==> config.mk <==
export PLATFORM = sky130hd
export DESIGN_NAME = segment_circle_contact_search_top
export DESIGN_NICKNAME = d
export VERILOG_FILES = /design/src/rtl/core/scc_pkg.sv /design/src/rtl/core/scc_div.sv /design/src/rtl/core/scc_mul.sv /design/src/rtl/core/segment_circle_contact_search_top.sv
export SDC_FILE = /design/constraint.sdc
export NUM_CORES = 2
export LEC_CHECK = 0
export ABC_AREA = 1
export BUFFER_PORTS_ARGS = -buffer_cell sky130_fd_sc_hd__buf_2
export CAP_MARGIN = 40
export CORE_ASPECT_RATIO = 2
export CORE_MARGIN = 2
export CORE_UTILIZATION = 65
export DETAILED_ROUTE_END_ITERATION = 10
export PLACE_DENSITY_LB_ADDON = 0.25
export SLEW_MARGIN = 5
export SYNTH_ARGS = -nofsm -noshare
export SYNTH_HDL_FRONTEND = slang
export SYNTH_SLANG_ARGS = --single-unit
==> constraint.sdc <==
create_clock -name clk -period 12.6 [get_ports clk]
set_input_delay 1.26 -clock clk [delete_from_list [all_inputs] [get_ports clk]]
set_output_delay 1.26 -clock clk [all_outputs]
set_load 0.01 [all_outputs]
==> src/rtl/core/scc_pkg.sv <==
package scc_pkg;

	localparam int STEPS = 100;
	localparam int K_W = (STEPS > 2) ? $clog2(STEPS) : 1;

	// offset = floor((2*d*k + STEPS) / (2*STEPS)), kept as quotient/remainder accumulators
	localparam int DIV_DEN = 2 * STEPS;
	localparam int REM_W = $clog2(DIV_DEN);
	localparam int DVD_W = 27;
	// bias keeps the dividend positive: 2*d >= -2^25 + 2
	localparam int BIAS_E = 26 - REM_W;
	localparam logic [DVD_W-1:0] DIV_BIAS = DVD_W'(DIV_DEN) << BIAS_E;

	// half the biased dividend stays below 2^RCP_IN_W; quotient = (half * RCP_MUL) >> RCP_SH
	localparam int RCP_IN_W = 26;
	localparam int RCP_SH = RCP_IN_W + $clog2(STEPS);
	localparam longint RCP_MUL = ((longint'(1) << RCP_SH) + longint'(STEPS) - 1) / longint'(STEPS);

	localparam int COORD_W = 24;
	localparam int RAD_W = 23;
	localparam int DIFF_W = 25;
	localparam int OFF_W = 27;
	localparam int CODE_W = 19;
	localparam int OP_W = 27;
	localparam int PROD_W = 54;
	localparam int LIM_W = 54;
	localparam int R2_W = 46;
	localparam int SCL_W = 58;

	typedef enum logic [3:0] {
		ST_IDLE,
		ST_CODE,
		ST_DIVX_GO,
		ST_DIVX_WAIT,
		ST_DIVY_GO,
		ST_DIVY_WAIT,
		ST_SQ_HI,
		ST_SQ_LO,
		ST_SQ_R,
		ST_SQ_END,
		ST_DIFF,
		ST_SQX,
		ST_SQY,
		ST_TEST,
		ST_DONE
	} scc_state_t;

	typedef struct packed {
		logic en;
		logic acc;
	} mul_ctl_t;

	typedef struct packed {
		logic [DVD_W-1:0] quot;
		logic [REM_W-1:0] rem;
	} div_res_t;

endpackage

==> src/rtl/core/scc_div.sv <==
module scc_div import scc_pkg::*; (
	input  logic [DVD_W-1:0]  dividend,
	input  logic [PROD_W-1:0] prod,
	output logic [OP_W-1:0]   opnd,
	output div_res_t          res
);

	logic [RCP_IN_W-1:0] half;
	logic [DVD_W-1:0]    quot;
	logic [DVD_W-1:0]    back;

	// dividend is even, so dividend / (2*STEPS) = half / STEPS; the shared
	// multiplier forms half * RCP_MUL and the quotient is its top bits
	assign half = dividend[RCP_IN_W:1];
	assign opnd = OP_W'(half);
	assign quot = DVD_W'(prod[PROD_W-1:RCP_SH]);
	assign back = quot * DVD_W'(STEPS);

	assign res.quot = quot;
	assign res.rem = {half[REM_W-2:0] - back[REM_W-2:0], 1'b0};

endmodule

==> src/rtl/core/scc_mul.sv <==
module scc_mul import scc_pkg::*; (
	input  logic              clk,
	input  mul_ctl_t          ctl,
	input  logic [OP_W-1:0]   a,
	input  logic [OP_W-1:0]   b,
	output logic [PROD_W-1:0] prod
);

	logic [PROD_W-1:0] prod_q;
	logic [2*OP_W-1:0] p;

	assign p = a * b;

	always_ff @(posedge clk) begin
		if (ctl.en) begin
			prod_q <= ctl.acc ? prod_q + PROD_W'(p) : PROD_W'(p);
		end
	end

	assign prod = prod_q;

endmodule

==> src/rtl/core/segment_circle_contact_search_top.sv <==
// Each item walks n samples, n = 1 to STEPS (100 by default), stopping at the first hit.
// Items are taken only in idle, so a new item waits until the result of the last is registered.
// Setup computes the radius code, two reciprocal multiplies for the per-sample step and
// three squares; each sample then runs DIFF, SQX, SQY and TEST on the one shared multiplier.
// A new item is taken while the previous result still waits in the output register.
// Reset (arst_n low, asynchronous) returns to idle with no result pending.
module segment_circle_contact_search_top import scc_pkg::*; (
	input  logic                      clk,
	input  logic                      arst_n,
	input  logic                      in_valid,
	output logic                      in_ready,
	input  logic        [RAD_W-1:0]   radius_len,
	input  logic signed [COORD_W-1:0] center_x,
	input  logic signed [COORD_W-1:0] center_y,
	input  logic signed [COORD_W-1:0] first_x,
	input  logic signed [COORD_W-1:0] first_y,
	input  logic signed [COORD_W-1:0] second_x,
	input  logic signed [COORD_W-1:0] second_y,
	output logic                      out_valid,
	input  logic                      out_ready,
	output logic signed [COORD_W-1:0] contact_x,
	output logic signed [COORD_W-1:0] contact_y
);

	scc_state_t state_q, state_d;

	logic        [RAD_W-1:0]   rad_q;
	logic signed [COORD_W-1:0] cx_q, cy_q, sx_q, sy_q;
	logic signed [DIFF_W-1:0]  dx_q, dy_q;
	logic        [CODE_W-1:0]  code_q;
	logic                      code_zero_q;
	logic        [LIM_W-1:0]   hi_q, lo_q;
	logic        [R2_W-1:0]    r2_q;
	logic signed [OFF_W-1:0]   qstepx_q, qstepy_q, offx_q, offy_q;
	logic        [REM_W-1:0]   rstepx_q, rstepy_q, remx_q, remy_q;
	logic        [K_W-1:0]     k_q;
	logic signed [COORD_W-1:0] px_q, py_q, resx_q, resy_q;
	logic        [OP_W-1:0]    ax_q, ay_q;
	logic                      out_valid_q;
	logic signed [COORD_W-1:0] contact_x_q, contact_y_q;

	mul_ctl_t          mctl;
	logic [OP_W-1:0]   ma, mb;
	logic [PROD_W-1:0] prod;
	logic [DVD_W-1:0]  dividend;
	logic [OP_W-1:0]   div_opnd;
	div_res_t          dres;

	logic [DVD_W-1:0]          code_sum;
	logic [CODE_W-1:0]         code_m1;
	logic signed [OFF_W-1:0]   sumx, sumy, qstep;
	logic signed [COORD_W-1:0] pxc, pyc;
	logic signed [DIFF_W-1:0]  ex, ey;
	logic [SCL_W-1:0]          scaled;
	logic                      hit, in_circle, last_k, out_free;
	logic [REM_W:0]            rsumx, rsumy;
	logic                      carryx, carryy;

	scc_mul u_mul (
		.clk (clk),
		.ctl (mctl),
		.a   (ma),
		.b   (mb),
		.prod(prod)
	);

	scc_div u_div (
		.dividend(dividend),
		.prod    (prod),
		.opnd    (div_opnd),
		.res     (dres)
	);

	assign code_sum = (DVD_W'(rad_q) << 3) + (DVD_W'(rad_q) << 1) + DVD_W'(255);
	assign code_m1 = code_q - 1'b1;
	assign qstep = OFF_W'(dres.quot) - (OFF_W'(1) << BIAS_E);

	assign sumx = OFF_W'(sx_q) + offx_q;
	assign sumy = OFF_W'(sy_q) + offy_q;
	assign pxc = sumx[COORD_W-1:0];
	assign pyc = sumy[COORD_W-1:0];
	assign ex = DIFF_W'(pxc) - DIFF_W'(cx_q);
	assign ey = DIFF_W'(pyc) - DIFF_W'(cy_q);

	// 100 * d2 = 64*d2 + 32*d2 + 4*d2
	assign scaled = (SCL_W'(prod) << 6) + (SCL_W'(prod) << 5) + (SCL_W'(prod) << 2);
	assign hit = code_zero_q ? (prod == '0)
	                         : ((scaled > SCL_W'(lo_q)) && (scaled <= SCL_W'(hi_q)));
	assign in_circle = prod < PROD_W'(r2_q);
	assign last_k = k_q == K_W'(STEPS - 1);
	assign out_free = !out_valid_q || out_ready;

	assign rsumx = {1'b0, remx_q} + {1'b0, rstepx_q};
	assign rsumy = {1'b0, remy_q} + {1'b0, rstepy_q};
	assign carryx = rsumx >= (REM_W+1)'(DIV_DEN);
	assign carryy = rsumy >= (REM_W+1)'(DIV_DEN);

	always_comb begin
		state_d = state_q;
		unique case (state_q)
			ST_IDLE:      if (in_valid) state_d = ST_CODE;
			ST_CODE:      state_d = ST_DIVX_GO;
			ST_DIVX_GO:   state_d = ST_DIVX_WAIT;
			ST_DIVX_WAIT: state_d = ST_DIVY_GO;
			ST_DIVY_GO:   state_d = ST_DIVY_WAIT;
			ST_DIVY_WAIT: state_d = ST_SQ_HI;
			ST_SQ_HI:     state_d = ST_SQ_LO;
			ST_SQ_LO:     state_d = ST_SQ_R;
			ST_SQ_R:      state_d = ST_SQ_END;
			ST_SQ_END:    state_d = ST_DIFF;
			ST_DIFF:      state_d = ST_SQX;
			ST_SQX:       state_d = ST_SQY;
			ST_SQY:       state_d = ST_TEST;
			ST_TEST:      state_d = (hit || last_k) ? ST_DONE : ST_DIFF;
			ST_DONE:      if (out_free) state_d = ST_IDLE;
			default:      state_d = ST_IDLE;
		endcase
	end

	always_comb begin
		in_ready = 1'b0;
		mctl = '0;
		ma = '0;
		mb = '0;
		dividend = {dx_q[DIFF_W-1], dx_q, 1'b0} + DIV_BIAS;
		unique case (state_q)
			ST_IDLE: in_ready = 1'b1;
			ST_DIVX_GO: begin
				mctl.en = 1'b1;
				ma = div_opnd;
				mb = OP_W'(RCP_MUL);
			end
			ST_DIVY_GO: begin
				dividend = {dy_q[DIFF_W-1], dy_q, 1'b0} + DIV_BIAS;
				mctl.en = 1'b1;
				ma = div_opnd;
				mb = OP_W'(RCP_MUL);
			end
			ST_DIVY_WAIT: dividend = {dy_q[DIFF_W-1], dy_q, 1'b0} + DIV_BIAS;
			ST_SQ_HI: begin
				mctl.en = 1'b1;
				ma = OP_W'(code_q);
				mb = OP_W'(code_q);
			end
			ST_SQ_LO: begin
				mctl.en = 1'b1;
				ma = OP_W'(code_m1);
				mb = OP_W'(code_m1);
			end
			ST_SQ_R: begin
				mctl.en = 1'b1;
				ma = OP_W'(rad_q);
				mb = OP_W'(rad_q);
			end
			ST_SQX: begin
				mctl.en = 1'b1;
				ma = ax_q;
				mb = ax_q;
			end
			ST_SQY: begin
				mctl.en = 1'b1;
				mctl.acc = 1'b1;
				ma = ay_q;
				mb = ay_q;
			end
			default: ;
		endcase
	end

	always_ff @(posedge clk or negedge arst_n) begin
		if (!arst_n) begin
			state_q <= ST_IDLE;
			out_valid_q <= 1'b0;
		end else begin
			state_q <= state_d;
			if (state_q == ST_DONE && out_free) begin
				out_valid_q <= 1'b1;
			end else if (out_ready) begin
				out_valid_q <= 1'b0;
			end
		end
	end

	always_ff @(posedge clk) begin
		unique case (state_q)
			ST_IDLE: begin
				rad_q <= radius_len;
				cx_q <= center_x;
				cy_q <= center_y;
				sx_q <= second_x;
				sy_q <= second_y;
				dx_q <= DIFF_W'(first_x) - DIFF_W'(second_x);
				dy_q <= DIFF_W'(first_y) - DIFF_W'(second_y);
			end
			ST_CODE: begin
				code_q <= code_sum[DVD_W-1:8];
				code_zero_q <= code_sum[DVD_W-1:8] == '0;
				resx_q <= '0;
				resy_q <= '0;
				k_q <= '0;
				offx_q <= '0;
				offy_q <= '0;
				remx_q <= REM_W'(STEPS);
				remy_q <= REM_W'(STEPS);
			end
			ST_DIVX_WAIT: begin
				qstepx_q <= qstep;
				rstepx_q <= dres.rem;
			end
			ST_DIVY_WAIT: begin
				qstepy_q <= qstep;
				rstepy_q <= dres.rem;
			end
			ST_SQ_LO: hi_q <= LIM_W'(prod) << 16;
			ST_SQ_R: lo_q <= code_zero_q ? '0 : (LIM_W'(prod) << 16);
			ST_SQ_END: r2_q <= prod[R2_W-1:0];
			ST_DIFF: begin
				px_q <= pxc;
				py_q <= pyc;
				ax_q <= ex[DIFF_W-1] ? OP_W'(-ex) : OP_W'(ex);
				ay_q <= ey[DIFF_W-1] ? OP_W'(-ey) : OP_W'(ey);
			end
			ST_TEST: begin
				if (hit || in_circle) begin
					resx_q <= px_q;
					resy_q <= py_q;
				end
				k_q <= k_q + 1'b1;
				offx_q <= offx_q + qstepx_q + OFF_W'(carryx);
				offy_q <= offy_q + qstepy_q + OFF_W'(carryy);
				remx_q <= carryx ? REM_W'(rsumx - (REM_W+1)'(DIV_DEN)) : rsumx[REM_W-1:0];
				remy_q <= carryy ? REM_W'(rsumy - (REM_W+1)'(DIV_DEN)) : rsumy[REM_W-1:0];
			end
			ST_DONE: begin
				if (out_free) begin
					contact_x_q <= resx_q;
					contact_y_q <= resy_q;
				end
			end
			default: ;
		endcase
	end

	assign out_valid = out_valid_q;
	assign contact_x = contact_x_q;
	assign contact_y = contact_y_q;

endmodule
* After elaboration in Yosys (flattened, before gate mapping)
Cells that the tools add are included.
Word-level totals: output and inout port bits 50, bits in registers 729, word-level logic and storage cells 131, input bits 171
Operators by class: mux-type cells 27, reduce and logical (&&, ||, !) cells 17, add/sub/neg operators 27, equal/unequal tests 18, multipliers 2, order comparisons 5
Operators with widths (count):
- case mux 27 bit (6 select lines) | 2
- case mux 27 bit (2 select lines) | 2
- subtractor 24 x 24 -> 25 bit | 4
- two-way mux 24 bit | 4
- case mux 24 bit (2 select lines) | 2
- case mux 4 bit (15 select lines) | 1
- adder 58 x 56 -> 58 bit | 1
- adder 58 bit | 1
- > comparator 58 x 54 -> 1 bit | 1
- less-or-equal comparator 58 x 54 -> 1 bit | 1
- adder 27 x 1 -> 27 bit | 2
- adder 27 x 26 -> 27 bit, second input constant | 2
- adder 27 bit | 2
- adder 54 bit | 1
- logical NOT 54 bit | 1
- < comparator 54 x 46 -> 1 bit | 1
- multiplier 27 x 27 -> 54 bit | 1
- two-way mux 54 bit | 1
- negator 25 -> 27 bit | 2
- adder 24 bit | 2
- case mux 8 bit (2 select lines) | 2
- == test 4 bit, second input constant | 7
- adder 26 x 24 -> 27 bit | 1
- adder 27 x 8 -> 27 bit, second input constant | 1
- other kinds (28) | 51

* Logic depth before layout (Yosys ltp)
word-level depth 8, depth in mapped cells 56, gate-level depth less buffers 55

* Cells and area by module
A second synthesis with hierarchy kept.
Unflattened totals: cell total of the unflattened synthesis 9409, area total of the unflattened synthesis 76094.2 µm²
By module, submodules not included:
- segment_circle_contact_search_top | area each 43757.0 µm², times used 1, cells an instance 4856, sequential area each 19463.7 µm²
- scc_mul | area each 31645.4 µm², times used 1, cells an instance 4451, sequential area each 1621.6 µm²
- scc_div | area each 691.9 µm², times used 1, cells an instance 102, sequential area each 0.0 µm²

* Worst setup path after synthesis
Ideal clock, no wire load.
path type reg2reg, start register state_q[1], end register u_mul.prod_q[51] (netlist: u_mul.prod[51]), data pin, period minus slack after synthesis 9.297 ns, library setup time 0.268 ns, path slack 3.303 ns, buffers on the path 3, data required time 12.332 ns, data arrival time 9.029 ns, cell stages (with the launch flop) 52, cells stage by stage dfrtp_1 -> buf_4 -> nor2_1 -> inv_2 -> nor2_4 -> buf_2 -> a22o_1 -> a21oi_1 -> o21ai_1 -> inv_1 -> nand3_2 -> buf_2 -> nand2_1 -> fa_1 -> inv_1 -> fa_1 -> inv_1 -> fa_1 -> [16 not listed] -> nand3_1 -> nand2_1 -> xor2_1 -> inv_1 -> ha_1 -> nand2_1 -> nor2_1 -> inv_1 -> nor4_1 -> nand3_1 -> nand3_1 -> nand2_1 -> nand3_1 -> nand2_1 -> nand2_1 -> nand2_1 -> nand3_1 -> o21ai_0
Between the ends: word-level cells in the longest chain between the ends 7, elaborated cells on any way between the ends 17, classes of those cells 1 x add/sub; 1 x mul; 8 x eq/ne; 5 x mux; 2 x reduce/logical
Ends and longest elaborated chain:
- start: declaration | RTL line segment_circle_contact_search_top.sv:25 | scc_state_t state_q, state_d;
- start signal: assignment | RTL line segment_circle_contact_search_top.sv:175 | state_q <= state_d;
- == test 4 x 3 -> 1 bit | RTL line segment_circle_contact_search_top.sv:126 | unique case (state_q)
- OR reduction 2 bit (no source line)
- two-way mux 27 bit
- case mux 27 bit (6 select lines) | RTL line segment_circle_contact_search_top.sv:126
- multiplier 27 x 27 -> 54 bit | RTL line scc_mul.sv:12 | assign p = a * b;
- adder 54 bit | RTL line scc_mul.sv:16 | prod_q <= ctl.acc ? prod_q + PROD_W'(p) : PROD_W'(p);
- two-way mux 54 bit (*) | RTL line scc_mul.sv:16
- end signal: assignment | RTL line scc_mul.sv:16
- end: declaration | RTL line scc_mul.sv:9 | logic [PROD_W-1:0] prod_q;
Mark *: on every way between the ends. The rest lies on a longest branch, timed or not. A chain may end at the register's enable or synchronous reset.

* Final worst setup path
start register state_q[3], end register u_mul.prod_q[53] (netlist: u_mul.prod[53]), data pin
The elaborated chain is that of the path after synthesis.

==> impl_metrics.ini <==
[outcome]
status = completed

[floorplan]
dieHeight_um = 478.2
die_area_sq_um = 115300
num_rows = 174
core_area_sq_um = 111900
die_w_um = 241.1
initial_core_util_pct = 65.31
pin_count = 221

[sta]
finalSetupViolCount = 0
fin_skew_ns = 0.04031
tns_ns = 0
hold_viol_final = 0
drv_slew = 0
tightest_slew_ns = 0.9640
maxSlewHeadroom_pct = 35.24
setup_ws_ns = 0.9822
fmax_mhz = 86.08
period_needed_ns = 11.62
finalCritPeriodShare_pct = 92.20
rsz0062_at_grt = false

[clock_network]
cts-root-buf = clkbuf_16
post_cts_buffers = 0
cts_buffer_depth = 3
clkTransAtPathRegs_ns = 0.07
cts_sinks = 695
cts_hold_buf = 0
cts_buffers = 71
cts-htree-levels = 3
insertion_delay_ns = 0.69
cts_tree = yes
ctsResizeCount = 0

[finish]
fin_cells = 10360
fin_util_pct = 70.31
syn2layout_area_growth_pct = 7.656
mostFrequentLayoutCells = 1891 x inv_1, 1764 x nand2_1, 708 x ha_1
fillerInstances = 9116
layout_commonest_cell = inv_1
nNetsFinal = 10370
drive_gt1_share_pct = 7.358

[yosys]
synth_top_area_share_pct = 28.35
synthDistinctLibCells = 79
syn_area_sq_um = 73080
ys_top_cells_by_area = edfxtp_1 28%, fa_1 19%, ha_1 12%
synth_edf_count = 690
synth_top_family_by_area = adder cells
synthesis.instances = 8545
ys_async_sr_fraction_pct = 0.7194
syn_area_per_cell_sq_um = 8.553
synth_compound_area_share_pct = 8.772
synth-seq-cells = 695
synthMuxAreaShare_pct = 0.06848
ys.flop_type = edfxtp_1
synth-adder-area-share_pct = 30.99
ys_warn_count = 0
synth_xor_area_share_pct = 3.921
seq_area_frac_synth_pct = 28.52
yosys.area.top_type = edfxtp_1
synthSimpleGateAreaFrac_pct = 16.70

[placed_design]
dp.cells = 10230
gp_congestion = 1.067
io_buffer_count = 220
post-place-ws_ns = 1.212
dpl.hpwl_mm = 183.4

[run]
drv_cap = 0

[detailed_routing]
drc = 0
first_pass_iters = 6
vias_per_cell = 5.758
drt_iter0_drc = 5505
antenna_left = 0
drt_wl_total_mm = 228.9
wire_per_inst_um = 22.09
dr_total_vias = 59660

[setup_path]
reg2reg_depth = 42
timing.rr.end = u_mul.prod[53]$_DFFE_PP_
reg2reg_from = state_q[3]$_DFFE_PN0P_
worstSetupStartpointType = flop
endpoint_kind = flop
cp_max_fo = 26
r2r_slack_ns = 0.98
cp.required_ns = 13.02
criticalPathCategory = flop to flop
cp_slowest_stage_delay_ns = 0.55
slowest_stage = fa_1
crit_arrival_ns = 12.04
path_delay_family = adder cells
path_buf_inv = 9

[global_routing]
grt_max_degree = 77
grtUsageTotal_pct = 40.31
grt_pass1_vias = 59420
grt-ovfl-total = 0
grt_pass1_wl_mm = 344.4
antenna_found_initial = 10

[hold_path]
min_path_type = input pin to asynchronous set/reset pin
## worst reg2reg max path, delay by kind of cell (launching register included)
kind	cells	cell delay [ns]
compound gates	10	2.15
xor+xnor	2	0.50
fa+ha+maj	10	4.60
buf+inv	9	1.00
flops	1	0.43
mux	1	0.53
simple gates	10	2.17
## layout make-up
class	count	area, sq um	area share, %
Timing Repair Buffer	331	2013	2.559
Inverter	1936	7269	9.240
Antenna cell	5	12.51	0.01590
Tap cell	1496	1872	2.379
Multi-Input combinational cell	5769	44270	56.26
Clock inverter	42	528.0	0.6711
Sequential cell	695	20850	26.49
Clock buffer	88	1872	2.379
## through the flow
stage	hold slack [ns]	cell area (sq um)
after global placement	0.4009	76140
final	0.4158	78680
after detailed placement	0.4045	76250
after global routing	0.4081	78670
after floorplan	0.4003	73090
after CTS	0.3829	78650
## layer usage
| metal | wire length (um) | vias to the layer above | part of all wire, % | GRT usage (%) |
|---|---|---|---|---|
| met5 | 182 | - | 0.080 | 0 |
| met4 | 19540 | 10 | 8.5 | 27.83 |
| met3 | 22350 | 808 | 9.8 | 7.106 |
| met2 | 102400 | 3085 | 45 | 62.49 |
| met1 | 84360 | 28230 | 37 | 51.31 |
| li1 | - | 27530 | - | - |
## worst max path at each step
stage / cells past startpoint / end / start
global route: 52 / u_mul.prod[51]$_DFFE_PP_ / state_q[1]$_DFFE_PN0P_
detailed placement: 45 / u_mul.prod[53]$_DFFE_PP_ / state_q[1]$_DFFE_PN0P_
CTS: 49 / u_mul.prod[51]$_DFFE_PP_ / state_q[1]$_DFFE_PN0P_
finish: 42 / u_mul.prod[53]$_DFFE_PP_ / state_q[3]$_DFFE_PN0P_
floorplan: 51 / u_mul.prod[51]$_DFFE_PP_ / state_q[1]$_DFFE_PN0P_
global placement: 41 / u_mul.prod[53]$_DFFE_PP_ / state_q[3]$_DFFE_PN0P_
## synth_stat cells, drive strengths merged (26+ instances only)
cell type and count:
fa 689, a21o 31, inv 1934, nor3 68
edfxtp 690, clkbuf 38, o21a 38, nand2 1796
nand3 246, a21oi 557, o21ai 324, xnor2 103
o21bai 34, buf 110, nor2 656, xor2 210
a31oi 40, ha 708, or2 26, nand4 79
## kinds of logic (layout without fill, tap and decap cells)
kind of cell | Yosys count | count (layout)
AOI/OAI and AO/OA | 1125 | 1125
xor gates and xnor gates | 313 | 313
adders and majority gates | 1397 | 1397
buffers and inverters | 2084 | 2397
DFF | 695 | 695
muxes | 5 | 5
other | 1 | 9
and+or+nand+nor | 2925 | 2925
## sequential cells by signal (all words and copies together) (netlist names), 25 cells and up
name        cells
u_mul.prod     54
r2_q           46
hi_q           38
lo_q           38
ax_q           27
ay_q           27
dx_q           25
dy_q           25
Power is left out: the tool's default activity adds up to more than one toggle a clock period on the data nets, which glitch-free logic cannot reach.
